`config.mk`:
```
export PLATFORM = sky130hd
export DESIGN_NAME = utf8_to_utf16_decoder_core
export DESIGN_NICKNAME = d
export VERILOG_FILES = /design/src/hdl/u8u16_pkg.sv /design/src/hdl/u8u16_decode.sv /design/src/hdl/u8u16_fifo.sv /design/src/hdl/utf8_to_utf16_decoder_core.sv
export SDC_FILE = /design/constraint.sdc
export NUM_CORES = 1
export LEC_CHECK = 0
export BUFFER_PORTS_ARGS = -buffer_cell sky130_fd_sc_hd__buf_2
export CAP_MARGIN = 20
export CORE_MARGIN = 2
export CORE_UTILIZATION = 62
export CTS_CLUSTER_DIAMETER = 150
export DETAILED_ROUTE_END_ITERATION = 10
export GPL_TIMING_DRIVEN = 0
export MAX_ROUTING_LAYER = met4
export PLACE_DENSITY_LB_ADDON = 0.15
export SKIP_LAST_GASP = 1
export SYNTH_ARGS = -nofsm -noshare
export SYNTH_HDL_FRONTEND = slang
export SYNTH_SLANG_ARGS = --single-unit
```
`constraint.sdc`:
```
create_clock -name clk -period 8.6 [get_ports clk]
set_input_delay 0.43 -clock clk [delete_from_list [all_inputs] [get_ports clk]]
set_output_delay 0.43 -clock clk [all_outputs]
set_load 0.02 [all_outputs]
```
`src/hdl/u8u16_pkg.sv`:
```
package u8u16_pkg;

	// Width of the running UTF-16 offset counter
	localparam int OFFSET_BITS = 20;

	localparam logic [OFFSET_BITS:0] OFF_ONE = (OFFSET_BITS+1)'(1);
	localparam logic [OFFSET_BITS:0] OFF_TWO = (OFFSET_BITS+1)'(2);
	localparam logic [OFFSET_BITS:0] OFF_MAX =
		(OFFSET_BITS+1)'((64'd1 << OFFSET_BITS) - 64'd1);

	// Lead byte ranges
	localparam logic [7:0] LEAD2_MIN = 8'hC2;
	localparam logic [7:0] LEAD2_MAX = 8'hDF;
	localparam logic [7:0] LEAD3_MIN = 8'hE0;
	localparam logic [7:0] LEAD3_MAX = 8'hEF;
	localparam logic [7:0] LEAD4_MIN = 8'hF0;
	localparam logic [7:0] LEAD4_MAX = 8'hF4;

	// Scalar limits
	localparam logic [20:0] MIN_LEN2  = 21'h80;
	localparam logic [20:0] MIN_LEN3  = 21'h800;
	localparam logic [20:0] MIN_LEN4  = 21'h10000;
	localparam logic [20:0] SURR_LO   = 21'hD800;
	localparam logic [20:0] SURR_HI   = 21'hDFFF;
	localparam logic [20:0] SCALAR_MAX = 21'h10FFFF;
	localparam logic [15:0] HI_SURR_BASE = 16'hD800;
	localparam logic [15:0] LO_SURR_BASE = 16'hDC00;

	typedef enum logic [1:0] {
		ST_UNIT      = 2'd0,
		ST_INVALID   = 2'd1,
		ST_TOO_LARGE = 2'd2
	} status_t;

	typedef struct packed {
		logic [7:0] data_byte;
		logic       text_last;
	} src_req_t;

	typedef struct packed {
		logic [15:0] utf16_unit;
		logic [20:0] scalar_value;
		logic [19:0] unit_offset;
		status_t     status;
		logic        run_last;
		logic        text_end;
	} res_req_t;

	typedef struct packed {
		logic [20:0]            partial;
		logic [1:0]             pending;
		logic [2:0]             seq_len;
		logic [OFFSET_BITS-1:0] offset;
		logic                   drop;
	} dec_state_t;

	// Fit the offset counter into the 20-bit result field
	function automatic logic [19:0] off_field(input logic [OFFSET_BITS-1:0] off);
		logic [OFFSET_BITS+19:0] ext;
		ext = {20'b0, off};
		return ext[19:0];
	endfunction

endpackage

```
`src/hdl/u8u16_decode.sv`:
```
module u8u16_decode (
	input  u8u16_pkg::dec_state_t cur,
	input  u8u16_pkg::src_req_t   req,
	output u8u16_pkg::dec_state_t nxt,
	output u8u16_pkg::res_req_t   r0,
	output u8u16_pkg::res_req_t   r1,
	output logic [1:0]            n_res
);

	logic [7:0]                        b;
	logic                              last;
	logic [20:0]                       acc;
	logic [1:0]                        pend_m1;
	logic                              done;
	logic                              bad;
	logic [20:0]                       cp;
	logic                              is_pair;
	logic [20:0]                       sup;
	logic [u8u16_pkg::OFFSET_BITS:0]   end_off;
	logic [u8u16_pkg::OFFSET_BITS-1:0] off_p1;
	u8u16_pkg::dec_state_t             seq_nxt;

	assign b       = req.data_byte;
	assign last    = req.text_last;
	assign acc     = {cur.partial[14:0], b[5:0]};
	assign pend_m1 = cur.pending - 2'd1;
	assign off_p1  = cur.offset + {{(u8u16_pkg::OFFSET_BITS-1){1'b0}}, 1'b1};

	// Byte classification and scalar assembly
	always_comb begin
		seq_nxt = cur;
		done    = 1'b0;
		bad     = 1'b0;
		cp      = '0;
		if (!cur.drop) begin
			if (cur.pending == 2'd0) begin
				if (!b[7]) begin
					cp   = {13'b0, b};
					done = 1'b1;
				end else if (b >= u8u16_pkg::LEAD2_MIN && b <= u8u16_pkg::LEAD2_MAX) begin
					seq_nxt.partial = {16'b0, b[4:0]};
					seq_nxt.pending = 2'd1;
					seq_nxt.seq_len = 3'd2;
				end else if (b >= u8u16_pkg::LEAD3_MIN && b <= u8u16_pkg::LEAD3_MAX) begin
					seq_nxt.partial = {17'b0, b[3:0]};
					seq_nxt.pending = 2'd2;
					seq_nxt.seq_len = 3'd3;
				end else if (b >= u8u16_pkg::LEAD4_MIN && b <= u8u16_pkg::LEAD4_MAX) begin
					seq_nxt.partial = {18'b0, b[2:0]};
					seq_nxt.pending = 2'd3;
					seq_nxt.seq_len = 3'd4;
				end else begin
					bad = 1'b1;
				end
			end else if (b[7:6] != 2'b10) begin
				bad = 1'b1;
			end else begin
				seq_nxt.partial = acc;
				seq_nxt.pending = pend_m1;
				if (pend_m1 == 2'd0) begin
					cp   = acc;
					done = 1'b1;
					// overlong, surrogate and range checks on the final byte
					if ((cur.seq_len == 3'd2 && acc < u8u16_pkg::MIN_LEN2) ||
					    (cur.seq_len == 3'd3 && acc < u8u16_pkg::MIN_LEN3) ||
					    (cur.seq_len == 3'd4 && acc < u8u16_pkg::MIN_LEN4) ||
					    (acc >= u8u16_pkg::SURR_LO && acc <= u8u16_pkg::SURR_HI) ||
					    acc > u8u16_pkg::SCALAR_MAX) begin
						bad  = 1'b1;
						done = 1'b0;
					end
				end
			end
			// text ends inside a sequence
			if (!bad && !done && last) begin
				bad = 1'b1;
			end
		end
	end

	assign is_pair = (cp[20:16] != 5'd0);
	assign sup     = cp - u8u16_pkg::MIN_LEN4;
	assign end_off = {1'b0, cur.offset} + (is_pair ? u8u16_pkg::OFF_TWO : u8u16_pkg::OFF_ONE);

	// Result formation, offset advance and end-of-text handling
	always_comb begin
		r0    = '0;
		r1    = '0;
		n_res = 2'd0;
		nxt   = seq_nxt;
		r0.unit_offset = u8u16_pkg::off_field(cur.offset);
		r0.status      = u8u16_pkg::ST_UNIT;
		r1.unit_offset = u8u16_pkg::off_field(off_p1);
		r1.status      = u8u16_pkg::ST_UNIT;
		if (cur.drop) begin
			if (last) begin
				nxt = '0;
			end
		end else if (bad) begin
			r0.status   = u8u16_pkg::ST_INVALID;
			r0.run_last = 1'b1;
			r0.text_end = 1'b1;
			n_res       = 2'd1;
			// drop the rest of the text
			nxt.partial = '0;
			nxt.pending = '0;
			nxt.seq_len = '0;
			nxt.drop    = 1'b1;
			if (last) begin
				nxt = '0;
			end
		end else if (done) begin
			nxt.partial = '0;
			nxt.pending = '0;
			nxt.seq_len = '0;
			if (end_off > u8u16_pkg::OFF_MAX) begin
				r0.status   = u8u16_pkg::ST_TOO_LARGE;
				r0.run_last = 1'b1;
				r0.text_end = 1'b1;
				n_res       = 2'd1;
				nxt.drop    = 1'b1;
			end else if (is_pair) begin
				r0.utf16_unit   = u8u16_pkg::HI_SURR_BASE + {6'b0, sup[19:10]};
				r0.scalar_value = cp;
				r1.utf16_unit   = u8u16_pkg::LO_SURR_BASE + {6'b0, sup[9:0]};
				r1.scalar_value = cp;
				r1.run_last     = 1'b1;
				r1.text_end     = last;
				n_res           = 2'd2;
				nxt.offset      = end_off[u8u16_pkg::OFFSET_BITS-1:0];
			end else begin
				r0.utf16_unit   = cp[15:0];
				r0.scalar_value = cp;
				r0.run_last     = 1'b1;
				r0.text_end     = last;
				n_res           = 2'd1;
				nxt.offset      = end_off[u8u16_pkg::OFFSET_BITS-1:0];
			end
			// next byte starts a new text at offset 0
			if (last) begin
				nxt = '0;
			end
		end
	end

endmodule

```
`src/hdl/u8u16_fifo.sv`:
```
module u8u16_fifo (
	input  logic                clk,
	input  logic                arst_n,
	input  logic [1:0]          push_n,
	input  u8u16_pkg::res_req_t push0,
	input  u8u16_pkg::res_req_t push1,
	input  logic                pop,
	output logic                not_empty,
	output logic                room2,
	output u8u16_pkg::res_req_t head
);

	u8u16_pkg::res_req_t mem_q [4];
	logic [1:0]          wr_ptr_q;
	logic [1:0]          rd_ptr_q;
	logic [2:0]          count_q;
	logic [2:0]          count_after_pop;

	assign not_empty       = (count_q != 3'd0);
	assign count_after_pop = count_q - {2'b0, pop};
	// two free slots after this cycle's pop
	assign room2           = (count_after_pop <= 3'd2);
	assign head            = mem_q[rd_ptr_q];

	// Entry storage
	always_ff @(posedge clk) begin
		if (push_n != 2'd0) begin
			mem_q[wr_ptr_q] <= push0;
		end
		if (push_n == 2'd2) begin
			mem_q[wr_ptr_q + 2'd1] <= push1;
		end
	end

	// Pointers and fill count
	always_ff @(posedge clk or negedge arst_n) begin
		if (!arst_n) begin
			wr_ptr_q <= '0;
			rd_ptr_q <= '0;
			count_q  <= '0;
		end else begin
			wr_ptr_q <= wr_ptr_q + push_n;
			rd_ptr_q <= rd_ptr_q + {1'b0, pop};
			count_q  <= count_after_pop + {1'b0, push_n};
		end
	end

endmodule

```
`src/hdl/utf8_to_utf16_decoder_core.sv`:
```
// Path: an accepted byte waits in the input stage, is decoded, and its results go to the
//   result queue. Throughput: one byte per cycle while the queue has room for two results;
//   the queue delivers one result per cycle, so a surrogate pair fits a four-byte sequence.
// Reset: arst_n clears the decode state, the input stage and the result queue at once;
//   src_stall is low out of reset, so the block accepts bytes once reset is released.
module utf8_to_utf16_decoder_core (
	input  logic                clk,
	input  logic                arst_n,
	input  logic                src_valid,
	output logic                src_stall,
	input  u8u16_pkg::src_req_t src_data,
	output logic                res_valid,
	input  logic                res_stall,
	output u8u16_pkg::res_req_t res_data
);

	logic                  vld_s1;
	u8u16_pkg::src_req_t   req_s1;
	u8u16_pkg::dec_state_t state_q;
	u8u16_pkg::dec_state_t state_nxt;
	u8u16_pkg::res_req_t   r0;
	u8u16_pkg::res_req_t   r1;
	logic [1:0]            n_res;
	logic                  pop;
	logic                  room2;
	logic                  advance;
	logic [1:0]            push_n;

	assign pop       = res_valid && !res_stall;
	assign advance   = vld_s1 && room2;
	assign src_stall = vld_s1 && !room2;
	assign push_n    = advance ? n_res : 2'd0;

	// Input stage
	always_ff @(posedge clk or negedge arst_n) begin
		if (!arst_n) begin
			vld_s1 <= 1'b0;
		end else if (!src_stall) begin
			vld_s1 <= src_valid;
		end
	end

	always_ff @(posedge clk) begin
		if (!src_stall && src_valid) begin
			req_s1 <= src_data;
		end
	end

	// Decode state
	always_ff @(posedge clk or negedge arst_n) begin
		if (!arst_n) begin
			state_q <= '0;
		end else if (advance) begin
			state_q <= state_nxt;
		end
	end

	u8u16_decode u_decode (
		.cur   (state_q),
		.req   (req_s1),
		.nxt   (state_nxt),
		.r0    (r0),
		.r1    (r1),
		.n_res (n_res)
	);

	u8u16_fifo u_fifo (
		.clk       (clk),
		.arst_n    (arst_n),
		.push_n    (push_n),
		.push0     (r0),
		.push1     (r1),
		.pop       (pop),
		.not_empty (res_valid),
		.room2     (room2),
		.head      (res_data)
	);

endmodule

```
======== Word-level counts from Yosys, hierarchy flattened ========
Memory sizes are Yosys's and may differ from the RTL's.
Index checks and enable logic that the tools add are counted.
Widths: inputs -> output; s select.
operators by class
  add/subtract/negate cells ............... 11
  order comparisons ....................... 14
  equality and inequality tests ........... 8
  muxes and demuxes ....................... 71
  reduce and logical (&&, ||, !) cells .... 29
operator list
  operator                count
  $mux 37                 10
  $mux 47                 4
  $mux 26                 5
  $mux 21                 6
  $mux 23                 2
  $add 15x11->16 const A  2
  $mux 2                  15
  $ge 8x8->1 const B      3
  $le 8x8->1 const B      3
  $mux 1                  23
  $add 20x21->21          1
  $ge 21x16->1 const B    1
  $gt 21x20->1 const B    1
  $gt 21x21->1 const B    1
  $le 21x16->1 const B    1
  $lt 21x12->1 const B    1
  $lt 21x17->1 const B    1
  $lt 21x8->1 const B     1
  $add 20x1->20 const B   1
  $mux 20                 1
  $sub 20x17->20 const B  1
  $logic_and 1x1->1       13
  $mux 4                  3
  $mux 7                  1
  other kinds (20)        32
word-level totals
  bits in registers ....................... 64
  RAM bits ................................ 244
  input bits .............................. 13
  output and inout port bits .............. 63
  word-level logic and storage cells ...... 145
  memories kept ........................... 1
memory list
  memory        depth  bits a word  rd ports  clocked after Yosys merged registers in  wr ports  line              source
  u_fifo.mem_q  4      61           1         0                                        2         u8u16_fifo.sv:13  u8u16_pkg::res_req_t mem_q [4];

======== Logic depth before layout (Yosys ltp) ========
Gate-level depths: netlist (run 1).
  depth in word-level cells ............... 22
  mapped depth ............................ 23
  gate-level depth less buffers ........... 20

======== Hierarchy ========
From an unflattened synthesis (run 1), not the netlist that was laid out.
second synthesis, totals
  cell total of the unflattened synthesis .. 1,200
  area, all modules ....................... 17,151.4 um^2
modules (own cells, without submodules)
  module                      instances  cells an instance  area an instance (um^2)  seq. area each (um^2)
  u8u16_fifo                  1          629                12,141.6                 7,502.2
  u8u16_decode                1          454                2,800.2                  0.0
  utf8_to_utf16_decoder_core  1          117                2,209.6                  1,471.4

======== Worst setup path before layout (run 1) ========
OpenSTA, ideal clock, no wires.
  kind .................................... flip-flop to flip-flop
  start point ............................. register state_q[24] (netlist bit)
  end point ............................... memory u_fifo.mem_q[3][0] (netlist bit), enable pin
  setup time .............................. 0.412 ns
  arrival ................................. 5.671 ns
  required time ........................... 8.188 ns
  setup slack ............................. 2.517 ns
  cell stages (with the launch flop) ...... 23
  buffers on the path ..................... 5
  period minus slack after synthesis ...... 6.083 ns
  cell sequence ........................... dfrtp_1 -> ha_1 -> nand4bb_1 -> buf_2 -> nor2_1 -> clkbuf_1 -> nand2_1 -> ha_1 -> o31ai_4 -> inv_1 -> buf_1 -> ha_1 -> inv_1 -> fa_1 -> nand3b_1 -> nor4_4 -> a21oi_2 -> nor4_1 -> a21oi_2 -> and2_1 -> buf_2 -> buf_2 -> inv_1
RTL lines
  what                    line                              source
  start, declared         utf8_to_utf16_decoder_core.sv:19  u8u16_pkg::dec_state_t state_q;
  start signal, assigned  utf8_to_utf16_decoder_core.sv:54  state_q <= state_nxt;
  end, declared           u8u16_fifo.sv:13

==> results of run 1 <==
[power groups by stage]
stage	Sequential, µW	Combinational (µW)	Clock (µW)
after detailed placement	1990	2210	0
after global placement	2000	2160	0
after global routing	1990	2380	1320
after CTS	1970	2210	1270
final	1970	2250	1270
after floorplan	1950	1520	0
[worst min-delay path by stage]
stage / startpoint / depth (start not counted) / end / slack [ns]
2_1_floorplan: arst_n / 0 / state_q[0] / 0.13
5_1_grt: src_data[8] / 1 / req_s1[8] / 0.03
3_3_place_gp: u_fifo.mem_q[1][58] / 1 / u_fifo.mem_q[1][58] / 0.43
6_report: src_data[0] / 1 / req_s1[0] / 0.05
3_5_place_dp: arst_n / 1 / state_q[24] / 0.43
4_1_cts: src_data[0] / 1 / req_s1[0] / 0.04
[cells by family (layout without fill, tap and decap cells)]
| logic type | Yosys count | after routing |
|---|---|---|
| and+or+nand+nor | 501 | 501 |
| DFF | 302 | 302 |
| AOI/OAI and AO/OA | 299 | 299 |
| buffers and inverters | 130 | 265 |
| muxes | 71 | 71 |
| xor gates and xnor gates | 26 | 26 |
| adders and majority gates | 13 | 13 |
[state kept, by name, indices dropped and copies added, names as in the netlist]
| name | cells |
|---|---|
| u_fifo.mem_q | 244 |
| req_s1 | 9 |
| state_q | 41 |
| u_fifo.wr_ptr_q | 2 |
| u_fifo.count_q | 3 |
| vld_s1 | 1 |
| u_fifo.rd_ptr_q | 2 |
[cell usage in the layout (no fill, tap or decap), types with 12 or more instances in the layout]
cell type / n
clkbuf_1: 73
inv_1: 17
mux4_2: 61
a31oi_1: 56
nor3_1: 47
o31ai_1: 19
nor2_1: 186
o22ai_1: 14
dfxtp_1: 12
nand4_1: 12
nand2b_1: 12
a21oi_1: 61
clkbuf_16: 31
nand3_1: 38
o21ai_0: 67
dfrtp_1: 49
a32o_1: 14
nand2_1: 137
xnor2_1: 22
buf_2: 99
edfxtp_1: 241
[layout make-up]
class,instances,area [µm²],share of cell area (%)
sequential,302,8700,50.6
multi-input combinational,910,6150,35.8
clock buffer,36,795,4.62
buffer,109,480,2.80
timing repair buffer,79,422,2.45
tap,324,405,2.36
clock inverter,20,144,0.837
inverter,21,88.8,0.517
[worst max-delay path, delay by kind of cell (launching register included)]
kind	cells	cell delay, ns
DFF	1	0.44
and+or+nand+nor	7	2.10
buffers and inverters	8	2.40
AOI/OAI and AO/OA	3	0.55
adders and majority gates	4	1.31
[per-stage QoR]
step / total power (µW) / util [%] / area (µm²) / hold slack, ns / setup WS [ns]
3_5_place_dp: 4200 / 66.5 / 16200 / 0.432 / 1.48
3_3_place_gp: 4160 / 66.4 / 16200 / 0.433 / 0.204
6_report: 5490 / 70.5 / 17200 / 0.0481 / 1.33
4_1_cts: 5450 / 70.4 / 17200 / 0.0391 / 1.44
5_1_grt: 5690 / 70.5 / 17200 / 0.0325 / 0.966
2_1_floorplan: 3470 / - / 15400 / 0.134 / 2.52
[routing by layer]
layer	global-route usage, %	wire (µm)	up-vias
met5	-	0	-
met4	12.9	1660	0
met3	6.82	5390	134
met2	55.9	21000	911
met1	49.0	17600	5912
li1	-	-	5289
[what timing repair did]
action / CTS / global route
hold buffers: 1 / 0
endpoints found under the hold margin: 19 / 0
setup endpoints to repair: 0 / 0
==> reports/metrics.cfg, run 1 <==
[synth]
synth.ff_latch_count=302
yosysSeqAreaShare_pct=56.5
yosysMostFrequentCell=edfxtp_1
yosysWarnings=0
synth_edf_count=241
synth_area_um2=15400
synth_compound_area_share_pct=12.6
synth.distinct_cells=76
synth_area_leader_cell=edfxtp_1
synth_top_family_by_area=simple AND/OR/NAND/NOR gates
synthCells=1342
synth.top_cell.area_share_pct=47.0
synth_ff_type=edfxtp_1
synth_nets=1368
yosys.area_share.adder_pct=1.15
synth_xor_area_share_pct=1.48
synth_mux_area_share_pct=9.62
synth_simple_gate_area_share_pct=15.0
async_flop_share_pct=16.2
synth.avg_cell_area_um2=11.5
ys_top_cells_by_area=edfxtp_1, mux4_2, dfrtp_1
yosys-top-cells-count=edfxtp_1, nor2_1, nand2_1

[route]
drtAntennaViolNets=0
drt-initial-drc-count=1749
routed_wirelength_um=45600
vias=12200
drt-pass1-iter-count=9
drc_errors=0
routedWlPerCell_um=25.3
via_per_inst=6.80

[clocking]
numCtsBuffers=30
post_cts_buffers=0
cts.path.max_buffers=3
cts_resized=0
clock_latency_ns=0.56
clockRootBuffer=clkbuf_16
clock-sinks=302
h-tree-depth=1
cts.reportedPaths.clkPinSlew_ns=0.06
cts_tree=yes

[setup_path]
crit_path_max_fanout=58
reg2reg_to=u_fifo.mem_q[3][34]
cp.required_ns=8.78
cp-endpoint=u_fifo.mem_q[3][34]
r2r_start=state_q[24]
end_kind=register
crit_chain=ha_1, nand4bb_1, buf_2, nor2_1, clkbuf_1, nand2_1, ha_1, o31ai_4, inv_1, buf_1, ha_1, inv_1, fa_1, nand3b_1, nor4_4, a21oi_2, nor4_1, a21oi_2, and2_1, buf_2, buf_2, inv_4
max_stage_delay_ns=0.65
crit_type=reg -> reg
slowest_stage=inv_4
start_kind=register
startpoint=state_q[24]
r2r_slack_ns=1.33
rr_worst_depth=22
worstPathArrival_ns=7.45

[die]
dieArea_um2=26100
coreArea_um2=24400
initial_core_util_pct=63.2
die_w_um=162
io_pins=76
die_y_um=162
placement_rows=57

[cells_and_area]
num_antenna_cells=0
final_layout_size_suffix_gt1_share_pct=16.7
finish.net_count=1479
fin_cells=1801
syn_to_final_growth_pct=11.5
nFillCells=1786

[timing]
clock.fmax_ghz=0.138
setup_violations=0
relSlewSlack_pct=25.0
fin_tns_setup_ns=0
fin_worst_skew_ns=0.0107
finalHoldViolCount=0
timing.final.crit_share_pct=84.5
fin_crit_ns=7.27
rsz0062_at_grt=false
tightestPinTransition_ns=1.12
report.final.slew_viol_count=0

[placed_design]
hpwl_um=30700
port_buffers=75
numPlacedInstances=1742
place.gp.congestion=0.937

[grt]
grt_max_degree=59
grt_pass1_wl_um=68800
gr-total-overflow=0
grt_pass1_vias=11800
antenna_found_initial=0
grt_use_total_pct=36.2

[job]
drv_cap=0

[power_and_ir_drop]
p_int_uw=3300
p_sw_share_pct=40.0
comb_power_share_pct=40.9
irDropWorstVdd_uv=225
share_clk_of_total_power_pct=23.2
leakagePower_uw=0.00579
power_frac_seq_pct=35.9
p_sw_uw=2200
pwr_density_cell_nw_per_um2=320

[hold_path]
hold_path_class=in -> reg

[run_status]
outcome=finished clean

No activity file was read; power rests on OpenSTA's default activity.
==> run 2: changes to the inputs <==
Settings changed: CORE_UTILIZATION 62 to 56.
Clock period 8.6 ns to 6.35 ns, I/O delays scaled along.
==> reports/metrics.cfg, run 2 (same netlist as run 1, synthesis figures left out) <==
[clocking]
h-tree-depth=1  ; unchanged
clockRootBuffer=clkbuf_16  ; unchanged
numCtsBuffers=31  ; was 30
cts.path.max_buffers=3  ; unchanged
clock_latency_ns=0.58  ; was 0.56 ns
cts_tree=yes  ; unchanged
clock-sinks=302  ; unchanged
cts.reportedPaths.clkPinSlew_ns=0.07  ; was 0.06 ns

[cells_and_area]
top_register=u_fifo.mem_q  ; unchanged
nFillCells=2084  ; was 1786
layout.cells.most_common_list=edfxtp_1, nor2_1, nand2_1, buf_2, clkbuf_1  ; unchanged
final_layout_size_suffix_gt1_share_pct=17.9  ; was 16.7%
reg_top3=u_fifo.mem_q (244), state_q (41), req_s1 (9)  ; unchanged
finish.net_count=1493  ; was 1479
syn_to_final_growth_pct=14.0  ; was 11.5%
largest_reg_flops=244  ; unchanged
fin_cells=1833  ; was 1801
num_antenna_cells=0  ; unchanged
final_common_cell=edfxtp_1  ; unchanged

[route]
drt-pass1-iter-count=6  ; was 9
via_per_inst=6.61  ; was 6.80
drt-initial-drc-count=1712  ; was 1749
routedWlPerCell_um=24.6  ; was 25.3 µm
vias=12100  ; was 12200
drc_errors=0  ; unchanged
drtAntennaViolNets=0  ; unchanged
routed_wirelength_um=45100  ; was 45600 µm

[power_and_ir_drop]
irDropWorstVdd_uv=263  ; was 225 µV
p_sw_uw=3020  ; was 2200 µW
leakagePower_uw=0.00596  ; was 0.00579 µW
p_sw_share_pct=39.4  ; was 40.0%
p_int_uw=4640  ; was 3300 µW
comb_power_share_pct=40.2  ; was 40.9%
pwr_density_cell_nw_per_um2=436  ; was 320 nW/µm²
share_clk_of_total_power_pct=25.1  ; was 23.2%
power_frac_seq_pct=34.8  ; was 35.9%

[grt]
grt_use_total_pct=33.1  ; was 36.2%
grt_max_degree=59  ; unchanged
grt_pass1_vias=11900  ; was 11800
gr-total-overflow=0  ; unchanged
antenna_found_initial=0  ; unchanged
grt_pass1_wl_um=69700  ; was 68800 µm

[timing]
tightestPinTransition_ns=1.04  ; was 1.12 ns
rsz0062_at_grt=false  ; unchanged
relSlewSlack_pct=30.0  ; was 25.0%
fin_crit_ns=6.10  ; was 7.27 ns
clock.fmax_ghz=0.164  ; was 0.138 GHz
setup_violations=0  ; unchanged
fin_tns_setup_ns=0  ; unchanged
timing.hold.ws_ns=0.251  ; was 0.0481 ns
fin_worst_skew_ns=0.0110  ; was 0.0107 ns
report.final.slew_viol_count=0  ; unchanged
finalHoldViolCount=0  ; unchanged
timing.final.crit_share_pct=96.1  ; was 84.5%

[placed_design]
hpwl_um=30200  ; was 30700 µm
place.gp.congestion=0.970  ; was 0.937
port_buffers=75  ; unchanged
numPlacedInstances=1760  ; was 1742

[die]
die_w_um=170  ; was 162 µm
io_pins=76  ; unchanged
dieArea_um2=28900  ; was 26100 µm²
die_y_um=170  ; was 162 µm
initial_core_util_pct=57.2  ; was 63.2%
placement_rows=60  ; was 57
coreArea_um2=27000  ; was 24400 µm²

[setup_path]
reg2reg_to=u_fifo.mem_q[3][8]  ; was u_fifo.mem_q[3][34]
r2r_start=state_q[24]  ; unchanged
rr_worst_depth=23  ; was 22
worstPathArrival_ns=6.34  ; was 7.45 ns
crit_type=reg -> reg  ; unchanged
cp.required_ns=6.59  ; was 8.78 ns
crit_chain=ha_1, nand4bb_1, buf_2, nor2_1, clkbuf_2, nand2_2, ha_1, o31ai_4, inv_1, clkbuf_4, ha_1, inv_1, fa_1, nand3b_1, nor4_4, buf_4, a21oi_2, nor4_1, a21oi_2, and2_1, buf_2, buf_2, inv_12  ; was ha_1, nand4bb_1, buf_2, nor2_1, clkbuf_1, nand2_1, ha_1, o31ai_4, inv_1, buf_1, ha_1, inv_1, fa_1, nand3b_1, nor4_4, a21oi_2, nor4_1, a21oi_2, and2_1, buf_2, buf_2, inv_4
start_kind=register  ; unchanged
crit_path_max_fanout=58  ; unchanged
end_kind=register  ; unchanged
max_stage_delay_ns=0.53  ; was 0.65 ns
r2r_slack_ns=0.25  ; was 1.33 ns
slowest_stage=nor4_1  ; was inv_4

[job]
drv_cap=0  ; unchanged

[hold_path]
worstHoldPathCells=3  ; was 1
min_to=u_fifo.rd_ptr_q[0]  ; was req_s1[0]
min_from=res_stall  ; was src_data[0]
hold_path_class=in -> reg  ; unchanged

[run_status]
outcome=finished clean  ; unchanged

==> run 2: cell count changes in the layout (fill, tap and decap cells not counted), sizes merged <==
| cell | previous run | this run |
|---|---|---|
| clkinvlp | 1 | 0 |
| buf | 118 | 119 |
| bufinv | 2 | 4 |
| clkbuf | 105 | 108 |
| dlygate4sd3 | 1 | 11 |
==> run 2: power by group through the flow <==
| stage | logic [µW] | registers, µW | clock network (µW) |
|---|---|---|---|
| after global routing | 3290 | 2680 | 2000 |
| after detailed placement | 2990 | 2700 | 0 |
| final | 3070 | 2660 | 1920 |
| after CTS | 3020 | 2660 | 1920 |
| after global placement | 2940 | 2710 | 0 |
| after floorplan | 2060 | 2650 | 0 |
==> run 2: cell type report <==
| class | instances | area (µm²) | area share, % |
|---|---|---|---|
| clock buffer | 37 | 851 | 4.84 |
| buffer | 109 | 489 | 2.78 |
| inverter | 21 | 151 | 0.862 |
| sequential | 302 | 8700 | 49.5 |
| multi-input combinational | 910 | 6170 | 35.1 |
| timing repair buffer | 92 | 556 | 3.16 |
| tap | 341 | 427 | 2.43 |
| clock inverter | 21 | 220 | 1.25 |
==> run 2: critical path: cells and delay by family, from the launching register on <==
| kind | cells | cell delay [ns] |
|---|---|---|
| fa+ha+maj | 4 | 1.17 |
| simple gates | 7 | 1.69 |
| compound gates | 3 | 0.45 |
| flops | 1 | 0.43 |
| buf+inv | 9 | 1.95 |
==> run 2: how the worst max path moves through the flow <==
stage	start	cells after the start	slack, ns	to
after floorplan	state_q[24]	22	0.27	u_fifo.mem_q[3][0]
after global placement	state_q[24]	22	-2.03	u_fifo.mem_q[3][12]
after detailed placement	state_q[24]	22	-0.70	u_fifo.mem_q[3][12]
after CTS	state_q[24]	23	0.08	u_fifo.mem_q[2][10]
after global routing	state_q[24]	23	0.02	u_fifo.mem_q[3][10]
final	state_q[24]	23	0.25	u_fifo.mem_q[3][8]
==> run 2: metal layers <==
layer	vias to the layer above	part of all wire (%)	global-route usage, %
li1	5318	-	-
met2	723	46	51.7
met5	-	0	-
met4	0	3.8	10.6
met3	125	10	6.53
met1	5948	40	44.4
==> run 2: per-stage QoR <==
stage	setup WS, ns	utilization [%]	total power, µW	area, µm²
3_3_place_gp	-2.03	60.2	5640	16200
2_1_floorplan	0.267	-	4700	15400
4_1_cts	0.0756	64.8	7600	17500
5_1_grt	0.0218	65.2	7970	17600
6_report	0.250	65.2	7650	17600
3_5_place_dp	-0.700	60.3	5690	16300
==> run 2: what timing repair did <==
action                                  CTS  global route
resized for setup                         8            20
pin swaps                                 1             0
setup buffers                             2             0
hold buffers                             11             0
endpoints found under the hold margin    30             0
endpoints found under the setup margin  294           293
